File: src/hw/rtl/ssie_pkg.sv
// ----------------------------------------------------------------------------
// ssie_pkg
// Shared types and constants for the SSI encoder angle reader: sequencer
// phases, opcodes, register indexes and the fixed arithmetic constants.
// ----------------------------------------------------------------------------
package ssie_pkg;

    localparam int FRAME_BITS = 12;
    localparam int BIT_IDX_W  = (FRAME_BITS > 1) ? $clog2(FRAME_BITS) : 1;

    localparam int RAW_W      = 12;
    localparam int ANGLE_W    = 16;
    localparam int HALF_W     = 16;
    localparam int GAP_W      = 32;
    localparam int CFG_IDX_W  = 2;
    localparam int CFG_DATA_W = 32;
    localparam int OP_W       = 2;

    localparam logic [HALF_W-1:0] HALF_RESET = HALF_W'(100);
    localparam logic [GAP_W-1:0]  GAP_RESET  = GAP_W'(1000000);

    // angle arithmetic: 23040/4095 reduces to 512/91
    localparam int MODULUS      = 4095;
    localparam int FULL_TURN_Q6 = 23040;
    localparam int DIV_SHIFT    = 28;
    localparam int RECIP_W      = 22;
    // ceil(2^28 / 91), exact for every dividend below 2^21
    localparam logic [RECIP_W-1:0] RECIP_91 = RECIP_W'(2949841);
    localparam int SCALED_W     = RAW_W + 9;
    localparam int PROD_W       = SCALED_W + RECIP_W;
    localparam int QUOT_W       = 15;

    typedef enum logic [2:0] {
        PH_START_LOW  = 3'd0,
        PH_START_HIGH = 3'd1,
        PH_BIT_LOW    = 3'd2,
        PH_BIT_HIGH   = 3'd3,
        PH_GAP        = 3'd4
    } phase_t;

    typedef enum logic [OP_W-1:0] {
        OP_TICK    = 2'd0,
        OP_LOAD    = 2'd1,
        OP_CAPTURE = 2'd2,
        OP_RSVD    = 2'd3
    } opcode_t;

    typedef enum logic [CFG_IDX_W-1:0] {
        REG_HALF_BIT  = 2'd0,
        REG_FRAME_GAP = 2'd1
    } reg_index_t;

endpackage

File: src/hw/rtl/ssie_ifs.sv
// ----------------------------------------------------------------------------
// ssie channel interfaces
// Valid/ready channels for commands, results and register writes.
// ----------------------------------------------------------------------------
interface ssie_cmd_if;
    logic                         valid;
    logic                         ready;
    logic [ssie_pkg::OP_W-1:0]    opcode;
    logic                         data_bit;
    logic [ssie_pkg::RAW_W-1:0]   offset_value;

    modport source (output valid, output opcode, output data_bit, output offset_value,
                    input ready);
    modport sink   (input valid, input opcode, input data_bit, input offset_value,
                    output ready);
endinterface

interface ssie_result_if;
    logic                              valid;
    logic                              ready;
    logic                              ssi_clock;
    logic                              frame_done;
    logic signed [ssie_pkg::ANGLE_W-1:0] angle_q6;
    logic [ssie_pkg::RAW_W-1:0]        raw_angle;

    modport source (output valid, output ssi_clock, output frame_done, output angle_q6,
                    output raw_angle, input ready);
    modport sink   (input valid, input ssi_clock, input frame_done, input angle_q6,
                    input raw_angle, output ready);
endinterface

interface ssie_cfg_if;
    logic                              valid;
    logic                              ready;
    logic [ssie_pkg::CFG_IDX_W-1:0]    reg_index;
    logic [ssie_pkg::CFG_DATA_W-1:0]   wdata;

    modport source (output valid, output reg_index, output wdata, input ready);
    modport sink   (input valid, input reg_index, input wdata, output ready);
endinterface

File: src/hw/rtl/ssi_encoder_angle_reader.sv
// a result passes stage one and then the output register, held until taken
// throughput: one command per cycle unless stalled; state updates on accept and
//   the angle multiply sits between the state registers and the output register
// reset: sequencer at start of the low half, raw and offset zero,
//   half_bit_ticks = 100, frame_gap_ticks = 1000000, no results pending
// ----------------------------------------------------------------------------
// ssi_encoder_angle_reader
// SSI master for a 12-bit absolute encoder, advanced one tick per command,
// with offset calibration and conversion to 1/64 degree.
// ----------------------------------------------------------------------------
module ssi_encoder_angle_reader (
    input  logic            clk,
    input  logic            rst_n,
    ssie_cmd_if.sink        cmd,
    ssie_result_if.source   result,
    ssie_cfg_if.sink        cfg
);
    import ssie_pkg::*;

    // configuration
    logic [HALF_W-1:0]      half_bit_reg;
    logic [GAP_W-1:0]       frame_gap_reg;

    // sequencer state
    phase_t                 phase_reg, phase_next;
    logic [BIT_IDX_W-1:0]   bit_idx_reg, bit_idx_next;
    logic [GAP_W-1:0]       tick_reg, tick_next;
    logic [RAW_W-1:0]       shift_reg, shift_next;
    logic [RAW_W-1:0]       raw_reg, raw_next;
    logic [RAW_W-1:0]       offset_reg, offset_next;
    logic                   done_next;

    // pipeline
    logic                   s1_valid_reg;
    logic                   s1_clock_reg;
    logic                   s1_done_reg;
    logic                   out_valid_reg;
    logic                   out_clock_reg;
    logic                   out_done_reg;
    logic signed [ANGLE_W-1:0] out_angle_reg;
    logic [RAW_W-1:0]       out_raw_reg;

    logic                   out_free;
    logic                   s1_move;
    logic                   cmd_take;

    logic [GAP_W-1:0]       phase_len;
    logic                   phase_ends;
    logic                   clock_level;

    assign cfg.ready = 1'b1;

    always_ff @(posedge clk or negedge rst_n)
    begin
        if (!rst_n)
        begin
            half_bit_reg  <= HALF_RESET;
            frame_gap_reg <= GAP_RESET;
        end
        else if (cfg.valid)
        begin
            unique case (cfg.reg_index)
                REG_HALF_BIT:  half_bit_reg  <= cfg.wdata[HALF_W-1:0];
                REG_FRAME_GAP: frame_gap_reg <= cfg.wdata[GAP_W-1:0];
                default:       ;
            endcase
        end
    end

    // handshake
    assign out_free  = !out_valid_reg || result.ready;
    assign s1_move   = s1_valid_reg && out_free;
    assign cmd.ready = !s1_valid_reg || out_free;
    assign cmd_take  = cmd.valid && cmd.ready;

    // sequencer
    always_comb
    begin
        if (phase_reg == PH_GAP)
            phase_len = frame_gap_reg;
        else
            phase_len = GAP_W'(half_bit_reg);
        if (phase_len == '0)
            phase_len = GAP_W'(1);
    end

    assign phase_ends  = ({1'b0, tick_reg} + (GAP_W+1)'(1)) >= {1'b0, phase_len};
    assign clock_level = !(phase_reg == PH_START_LOW || phase_reg == PH_BIT_LOW);

    always_comb
    begin
        phase_next   = phase_reg;
        bit_idx_next = bit_idx_reg;
        tick_next    = tick_reg + GAP_W'(1);
        shift_next   = shift_reg;
        raw_next     = raw_reg;
        done_next    = 1'b0;
        if (phase_ends)
        begin
            tick_next = '0;
            unique case (phase_reg)
                PH_START_LOW:
                begin
                    phase_next = PH_START_HIGH;
                end
                PH_START_HIGH:
                begin
                    bit_idx_next = '0;
                    phase_next   = PH_BIT_LOW;
                end
                PH_BIT_LOW:
                begin
                    shift_next = {shift_reg[RAW_W-2:0], cmd.data_bit};
                    phase_next = PH_BIT_HIGH;
                end
                PH_BIT_HIGH:
                begin
                    if (bit_idx_reg == BIT_IDX_W'(FRAME_BITS - 1))
                    begin
                        raw_next     = shift_reg;
                        shift_next   = '0;
                        bit_idx_next = '0;
                        done_next    = 1'b1;
                        phase_next   = PH_GAP;
                    end
                    else
                    begin
                        bit_idx_next = bit_idx_reg + BIT_IDX_W'(1);
                        phase_next   = PH_BIT_LOW;
                    end
                end
                default:
                begin
                    shift_next   = '0;
                    bit_idx_next = '0;
                    phase_next   = PH_START_LOW;
                end
            endcase
        end
    end

    // opcode acts after the tick, so a capture sees a freshly stored angle
    always_comb
    begin
        case (opcode_t'(cmd.opcode))
            OP_LOAD:    offset_next = cmd.offset_value;
            OP_CAPTURE: offset_next = raw_next;
            default:    offset_next = offset_reg;
        endcase
    end

    always_ff @(posedge clk or negedge rst_n)
    begin
        if (!rst_n)
        begin
            phase_reg   <= PH_START_LOW;
            bit_idx_reg <= '0;
            tick_reg    <= '0;
            shift_reg   <= '0;
            raw_reg     <= '0;
            offset_reg  <= '0;
        end
        else if (cmd_take)
        begin
            phase_reg   <= phase_next;
            bit_idx_reg <= bit_idx_next;
            tick_reg    <= tick_next;
            shift_reg   <= shift_next;
            raw_reg     <= raw_next;
            offset_reg  <= offset_next;
        end
    end

    always_ff @(posedge clk or negedge rst_n)
    begin
        if (!rst_n)
            s1_valid_reg <= 1'b0;
        else if (cmd.ready)
            s1_valid_reg <= cmd.valid;
    end

    always_ff @(posedge clk)
    begin
        if (cmd_take)
        begin
            s1_clock_reg <= clock_level;
            s1_done_reg  <= done_next;
        end
    end

    // angle from the state left by the transaction held in stage one
    logic signed [RAW_W:0]  diff;
    logic signed [RAW_W:0]  dmod;
    logic                   d_neg;
    logic [RAW_W-1:0]       d_mag;
    logic [SCALED_W-1:0]    scaled;
    logic [PROD_W-1:0]      prod;
    logic [QUOT_W-1:0]      quot;
    logic signed [ANGLE_W-1:0] angle_next;

    always_comb
    begin
        diff = $signed({1'b0, raw_reg}) - $signed({1'b0, offset_reg});
        if (diff == (RAW_W+1)'(MODULUS) || diff == -(RAW_W+1)'(MODULUS))
            dmod = '0;
        else
            dmod = diff;
        d_neg  = dmod[RAW_W];
        d_mag  = d_neg ? RAW_W'(-dmod) : RAW_W'(dmod);
        scaled = {d_mag, 9'b0};
        prod   = PROD_W'(scaled) * PROD_W'(RECIP_91);
        quot   = prod[DIV_SHIFT +: QUOT_W];
        if (d_neg)
            angle_next = $signed(ANGLE_W'(quot));
        else if (d_mag >= RAW_W'(2048))
            angle_next = $signed(ANGLE_W'(FULL_TURN_Q6) - ANGLE_W'(quot));
        else
            angle_next = -$signed(ANGLE_W'(quot));
    end

    always_ff @(posedge clk or negedge rst_n)
    begin
        if (!rst_n)
            out_valid_reg <= 1'b0;
        else if (out_free)
            out_valid_reg <= s1_valid_reg;
    end

    always_ff @(posedge clk)
    begin
        if (s1_move)
        begin
            out_clock_reg <= s1_clock_reg;
            out_done_reg  <= s1_done_reg;
            out_angle_reg <= angle_next;
            out_raw_reg   <= raw_reg;
        end
    end

    assign result.valid      = out_valid_reg;
    assign result.ssi_clock  = out_clock_reg;
    assign result.frame_done = out_done_reg;
    assign result.angle_q6   = out_angle_reg;
    assign result.raw_angle  = out_raw_reg;

endmodule
File: src/flat_wrapper.sv
// flat-port wrapper written by rule: the top's interface ports become plain ports
module ssi_encoder_angle_reader_flat import ssie_pkg::*;
  (clk, rst_n, cmd_valid, cmd_opcode, cmd_data_bit, cmd_offset_value, cmd_ready, result_valid, result_ssi_clock, result_frame_done, result_angle_q6, result_raw_angle, result_ready, cfg_valid, cfg_reg_index, cfg_wdata, cfg_ready);
  ssie_cmd_if cmd_i ();
  ssie_result_if result_i ();
  ssie_cfg_if cfg_i ();
  input  logic clk;
  input  logic rst_n;
  input wire logic [$bits(cmd_i.valid)-1:0] cmd_valid;
  input wire logic [$bits(cmd_i.opcode)-1:0] cmd_opcode;
  input wire logic [$bits(cmd_i.data_bit)-1:0] cmd_data_bit;
  input wire logic [$bits(cmd_i.offset_value)-1:0] cmd_offset_value;
  output wire logic [$bits(cmd_i.ready)-1:0] cmd_ready;
  output wire logic [$bits(result_i.valid)-1:0] result_valid;
  output wire logic [$bits(result_i.ssi_clock)-1:0] result_ssi_clock;
  output wire logic [$bits(result_i.frame_done)-1:0] result_frame_done;
  output wire logic [$bits(result_i.angle_q6)-1:0] result_angle_q6;
  output wire logic [$bits(result_i.raw_angle)-1:0] result_raw_angle;
  input wire logic [$bits(result_i.ready)-1:0] result_ready;
  input wire logic [$bits(cfg_i.valid)-1:0] cfg_valid;
  input wire logic [$bits(cfg_i.reg_index)-1:0] cfg_reg_index;
  input wire logic [$bits(cfg_i.wdata)-1:0] cfg_wdata;
  output wire logic [$bits(cfg_i.ready)-1:0] cfg_ready;
  assign cmd_i.valid = cmd_valid;
  assign cmd_i.opcode = cmd_opcode;
  assign cmd_i.data_bit = cmd_data_bit;
  assign cmd_i.offset_value = cmd_offset_value;
  assign cmd_ready = cmd_i.ready;
  assign result_valid = result_i.valid;
  assign result_ssi_clock = result_i.ssi_clock;
  assign result_frame_done = result_i.frame_done;
  assign result_angle_q6 = result_i.angle_q6;
  assign result_raw_angle = result_i.raw_angle;
  assign result_i.ready = result_ready;
  assign cfg_i.valid = cfg_valid;
  assign cfg_i.reg_index = cfg_reg_index;
  assign cfg_i.wdata = cfg_wdata;
  assign cfg_ready = cfg_i.ready;
  ssi_encoder_angle_reader u_core (.clk(clk), .rst_n(rst_n), .cmd(cmd_i), .result(result_i), .cfg(cfg_i));
endmodule
File: config.mk
export PLATFORM = sky130hd
export DESIGN_NAME = ssi_encoder_angle_reader_flat
export DESIGN_NICKNAME = d
export VERILOG_FILES = /design/src/hw/rtl/ssie_pkg.sv /design/src/hw/rtl/ssie_ifs.sv /design/src/hw/rtl/ssi_encoder_angle_reader.sv /design/src/flat_wrapper.sv
export SDC_FILE = /design/constraint.sdc
export NUM_CORES = 1
export LEC_CHECK = 0
export BUFFER_PORTS_ARGS = -buffer_cell sky130_fd_sc_hd__buf_2
export CAP_MARGIN = 15
export CORE_UTILIZATION = 50
export DETAILED_ROUTE_END_ITERATION = 8
export PLACE_DENSITY_LB_ADDON = 0.05
export REMOVE_ABC_BUFFERS = 1
export SYNTH_ARGS = -nofsm -noshare
export SYNTH_HDL_FRONTEND = slang
export SYNTH_SLANG_ARGS = --single-unit
File: constraint.sdc
create_clock -name clk -period 11 [get_ports clk]
set_clock_uncertainty 0.1 [all_clocks]
set_input_delay 1.1 -clock clk [delete_from_list [all_inputs] [get_ports clk]]
set_output_delay 1.1 -clock clk [all_outputs]
set_load 0.01 [all_outputs]
==> results.ini, run 1 <==
[floorplanning]
core-area_um2 = 25300
start_util_pct = 51.2
num_rows = 58
die-area_um2 = 26600
die_y_um = 163
die_w_um = 163
ioPinCount = 87

[clock_tree]
cts-buffers-inserted = 17
clock_latency_ns = 0.43
cts_tree = done
cts_max_level = 4
clk_pin_slew_ns = 0.08
root_buffer = clkbuf_16
clock_sinks = 157
clockBufferDepth = 2

[yosys]
ys_seq_area_share_pct = 31.6
ys_top_cells_by_area = dfrtp_1, ha_1, edfxtp_1
syn-cell-area_um2 = 13000
ys.warnings.count = 0
synth_top_family_by_area = adder cells
synth_cells = 1374
syn_avg_cell_area_um2 = 9.44
ys_ff_latch = 157
synth_top_area_share_pct = 22.2
synth_common_cells = nand2_1, ha_1, inv_1
synth_compound_area_share_pct = 14.2
synth_xor_area_share_pct = 4.93
synth-adder-area-share_pct = 19.4
synthFlopType = dfrtp_1
synth_edf_count = 32
synth_top_area_cell = dfrtp_1
synth_simple_gate_area_share_pct = 15.5
muxShareOfSynthArea_pct = 8.78
synth_cell_types = 82
async_reset_ff_share_pct = 79.6
synth_most_common_cell = nand2_1

[timing]
slew_headroom_pct = 24.1
tns_ns = 0
tightest_slew_ns = 1.14
hold_viol_final = 0
post-route-period-util_pct = 94.5
rsz0062_at_grt = no
post-route-min-period_ns = 10.40
max_freq_mhz = 96.2
whs_ns = 0.328
drv_slew = 0
setup_viol = 0

[critical_path]
critical_path.slowest_cell = or4_1
cp-start-kind = register
endpoint_kind = register
slowest_delay_ns = 0.59
regToRegSetupSlack_ns = 0.60
worstSetupPathType = register to register
crit_top_cell = ha_1
critPathRequiredTime_ns = 11.08
r2r_cells = 39
critPathMaxFanout = 10
critPathArrivalTime_ns = 10.47

[flow_run]
cap_violations = 0

[global_routing]
first_global_vias = 9956
antenna_found_initial = 0
grt_use_total_pct = 24.8
grt.overflow.total = 0
grt_pass1_wl_um = 51800
grt_max_degree = 70

[finish]
drive_gt1_share_pct = 17.0
antenna_cells = 0
nNetsFinal = 1682
area_growth_syn_to_layout_pct = 10.8
final_cell_count_no_fill = 1792

[routing]
drc = 0
vias_per_cell = 5.65
num_vias = 10100
ant_nets = 0
first_iter_violations = 568
wirelength_um = 31500
wl_per_cell_um = 17.6
first_pass_iters = 5

[place]
dpl.cell_count = 1758
dp_hpwl_um = 24300
io_buffers = 85
gp_congestion = 0.922

[outcome]
status = completed

[min_path]
holdCritPathClass = register to register
hold_depth = 0

cell families after synthesis:
family | after synthesis
and+or+nand+nor | 400
AOI/OAI and AO/OA | 277
adders and majority gates | 180
buffers and inverters | 180
DFF | 157
muxes | 106
xor gates and xnor gates | 73
other | 1
per-stage QoR:
step / utilization (%) / worst slack [ns] / instance area, um^2
final: 56.8 / 0.603 / 14400
after CTS: 56.5 / 0.556 / 14300
after global routing: 56.8 / 0.00965 / 14400
after global placement: 54.2 / 0.821 / 13700
after floorplan: - / 1.36 / 12800
after detailed placement: 54.2 / 0.594 / 13700
cell usage in the layout, fill, tap and decap left out, types with 7 or more instances in the layout:
| cell | instances |
|---|---|
| nor3b_1 | 14 |
| dfrtp_1 | 115 |
| and2_1 | 13 |
| buf_2 | 84 |
| a31oi_1 | 8 |
| clkbuf_16 | 17 |
| fa_1 | 36 |
| a211oi_1 | 10 |
| o21a_1 | 13 |
| a21o_1 | 25 |
| o31ai_1 | 10 |
| nand3_1 | 28 |
| xnor2_1 | 39 |
| o21ai_0 | 77 |
| or2_2 | 7 |
| buf_4 | 19 |
| nor3_1 | 15 |
| nor2_1 | 64 |
| ha_1 | 143 |
| xor2_1 | 33 |
| nand4_1 | 23 |
| a21oi_1 | 63 |
| nand2_1 | 144 |
| dfstp_2 | 10 |
| nor2b_1 | 11 |
| mux2i_1 | 43 |
| edfxtp_1 | 32 |
| mux2_2 | 63 |
| nand2b_1 | 16 |
| and3_1 | 22 |
| inv_1 | 133 |
| or3_1 | 10 |
worst paths after layout:
| path | start | to |
|---|---|---|
| worst max-delay path | u_core.raw_reg[0] | u_core.result.angle_q6[14] |
| worst min-delay path | u_core.s1_clock_reg | u_core.result.ssi_clock |
| worst max register to register | u_core.raw_reg[0] | u_core.result.angle_q6[14] |
| worst min register to register | u_core.s1_clock_reg | u_core.result.ssi_clock |
| max in group asynchronous | rst_n | u_core.raw_reg[5] |
| min in group asynchronous | rst_n | u_core.frame_gap_reg[27] |
timing repair:
item                       in CTS  in global routing
buffers inserted                0                  2
hold buffers                    0                  0
setup endpoints to repair       0                  6
hold endpoints to repair        0                  0
resized for setup               0                  7
layout make-up:
class / count / area (um^2)
timing repair buffer: 103 / 563
fill: 2312 / 10900
inverter: 133 / 499
tap: 330 / 413
clock buffer: 19 / 433
multi-input combinational: 1037 / 8230
clock inverter: 13 / 143
sequential: 157 / 4100
worst max-delay path, delay by kind of cell (launching register included):
| family | cells | cell delay (ns) |
|---|---|---|
| flops | 1 | 0.38 |
| mux | 2 | 0.79 |
| compound gates | 13 | 2.90 |
| fa+ha+maj | 10 | 3.49 |
| buf+inv | 3 | 0.28 |
| simple gates | 9 | 1.87 |
| xor+xnor | 2 | 0.34 |
routing by layer:
layer	vias up	share of wire (%)	GRT usage (%)
li1	4990	-	-
met1	4931	50	36.6
met2	178	45	38.4
met3	29	3.7	3.48
met4	0	1.2	5.48
met5	-	0	0
Power of run 1 is not shown: default switching activity piles up to over one toggle a cycle in this logic, so the estimate is an artifact.
==> run 2: changes to the inputs <==
RECOVER_POWER = 50   (was unset)
==> results.ini, run 2 (synthesized netlist as in run 1, its figures left out) <==
[finish]
nNetsFinal = 1682
area_growth_syn_to_layout_pct = 10.5
mostFrequentLayoutCells = nand2_1, ha_1, inv_1
drive_gt1_share_pct = 15.7
antenna_cells = 0
nFillCells = 2327
multi_input_area_um2 = 8220
regArea_um2 = 4100
layout_commonest_cell = nand2_1

[timing]
drv_slew = 134
setup_viol = 0
slew_headroom_pct = -146
tns_ns = 0
rsz0062_at_grt = no
tightest_slew_ns = 3.69
hold_viol_final = 0
whs_ns = 0.328
max_freq_mhz = 96.0
post-route-min-period_ns = 10.41
post-route-period-util_pct = 94.7

[min_path]
min_from = u_core.s1_clock_reg
min_to = u_core.result.ssi_clock
holdCritPathClass = register to register
hold_depth = 0

[clock_tree]
clk_pin_slew_ns = 0.08
clock_sinks = 157
cts_tree = done
cts_max_level = 4
clockBufferDepth = 2
cts_hold_buf = 0
cts-buffers-inserted = 17
clock_latency_ns = 0.43
root_buffer = clkbuf_16

[routing]
vias_per_cell = 5.66
first_pass_iters = 5
first_iter_violations = 560
num_vias = 10200
wirelength_um = 31500
wl_per_cell_um = 17.6
drc = 0
ant_nets = 0

[floorplanning]
die_y_um = 163
ioPinCount = 87
core-area_um2 = 25300
start_util_pct = 51.2
num_rows = 58
die-area_um2 = 26600
die_w_um = 163

[critical_path]
critPathMaxFanout = 10
regToRegSetupSlack_ns = 0.59
critical_path.slowest_cell = or4_1
r2r_end = u_core.result.angle_q6[14]
path_delay_family = adder cells
endpoint_kind = register
startpoint = u_core.raw_reg[0]
critPathArrivalTime_ns = 10.49
slowest_delay_ns = 0.59
crit_top_cell = ha_1
crit_buf_inv = 3
critPathRequiredTime_ns = 11.08
worstSetupPathType = register to register
r2r-start = u_core.raw_reg[0]
cp-start-kind = register
r2r_cells = 39

[global_routing]
first_global_vias = 9956
grt_max_degree = 70
grt_pass1_wl_um = 51800
grt_use_total_pct = 24.8
antenna_found_initial = 0
grt.overflow.total = 0

[place]
dp_hpwl_um = 24300
gp_congestion = 0.922
io_buffers = 85

[flow_run]
cap_violations = 3

[outcome]
status = finished with violations
violations = max-capacitance violations, max-slew violations

run 2: worst max-delay path by stage:
stage	endpoint	cells after the start
2_1_floorplan	u_core.result.angle_q6[14]	43
3_3_place_gp	u_core.result.angle_q6[14]	45
3_5_place_dp	u_core.result.angle_q6[14]	45
4_1_cts	u_core.result.angle_q6[14]	45
5_1_grt	u_core.result.angle_q6[14]	46
6_report	u_core.result.angle_q6[14]	39
run 2: layout make-up:
class                           count  area share [%]
Multi-Input combinational cell   1037            57.3
Sequential cell                   157            28.6
Tap cell                          330            2.88
Inverter                          133            3.48
Clock buffer                       19            3.02
Clock inverter                     13           0.995
Timing Repair Buffer              103            3.73
run 2: per-layer routing:
layer / share of wire (%) / GRT usage, % / up-vias
met3: 4.1 / 3.48 / 35
met5: 0 / 0 / -
met4: 1.3 / 5.48 / 0
met2: 45 / 38.4 / 197
li1: - / - / 4995
met1: 50 / 36.6 / 4924
run 2: repair_timing:
action | 4_1_cts | 5_1_grt
endpoints found under the setup margin | 0 | 6
buffers inserted | 0 | 2
resized for setup | 0 | 7
run 2: stage by stage:
step | setup WS [ns] | util [%] | std cells | instance area (um^2)
2_1_floorplan | 1.36 | - | 1327 | 12800
3_3_place_gp | 0.821 | 54.2 | 1758 | 13700
3_5_place_dp | 0.594 | 54.2 | 1758 | 13700
4_1_cts | 0.556 | 56.5 | 1790 | 14300
5_1_grt | 0.00965 | 56.6 | 1792 | 14300
6_report | 0.587 | 56.6 | 1792 | 14300
Power of run 2 is left out for the same reason.
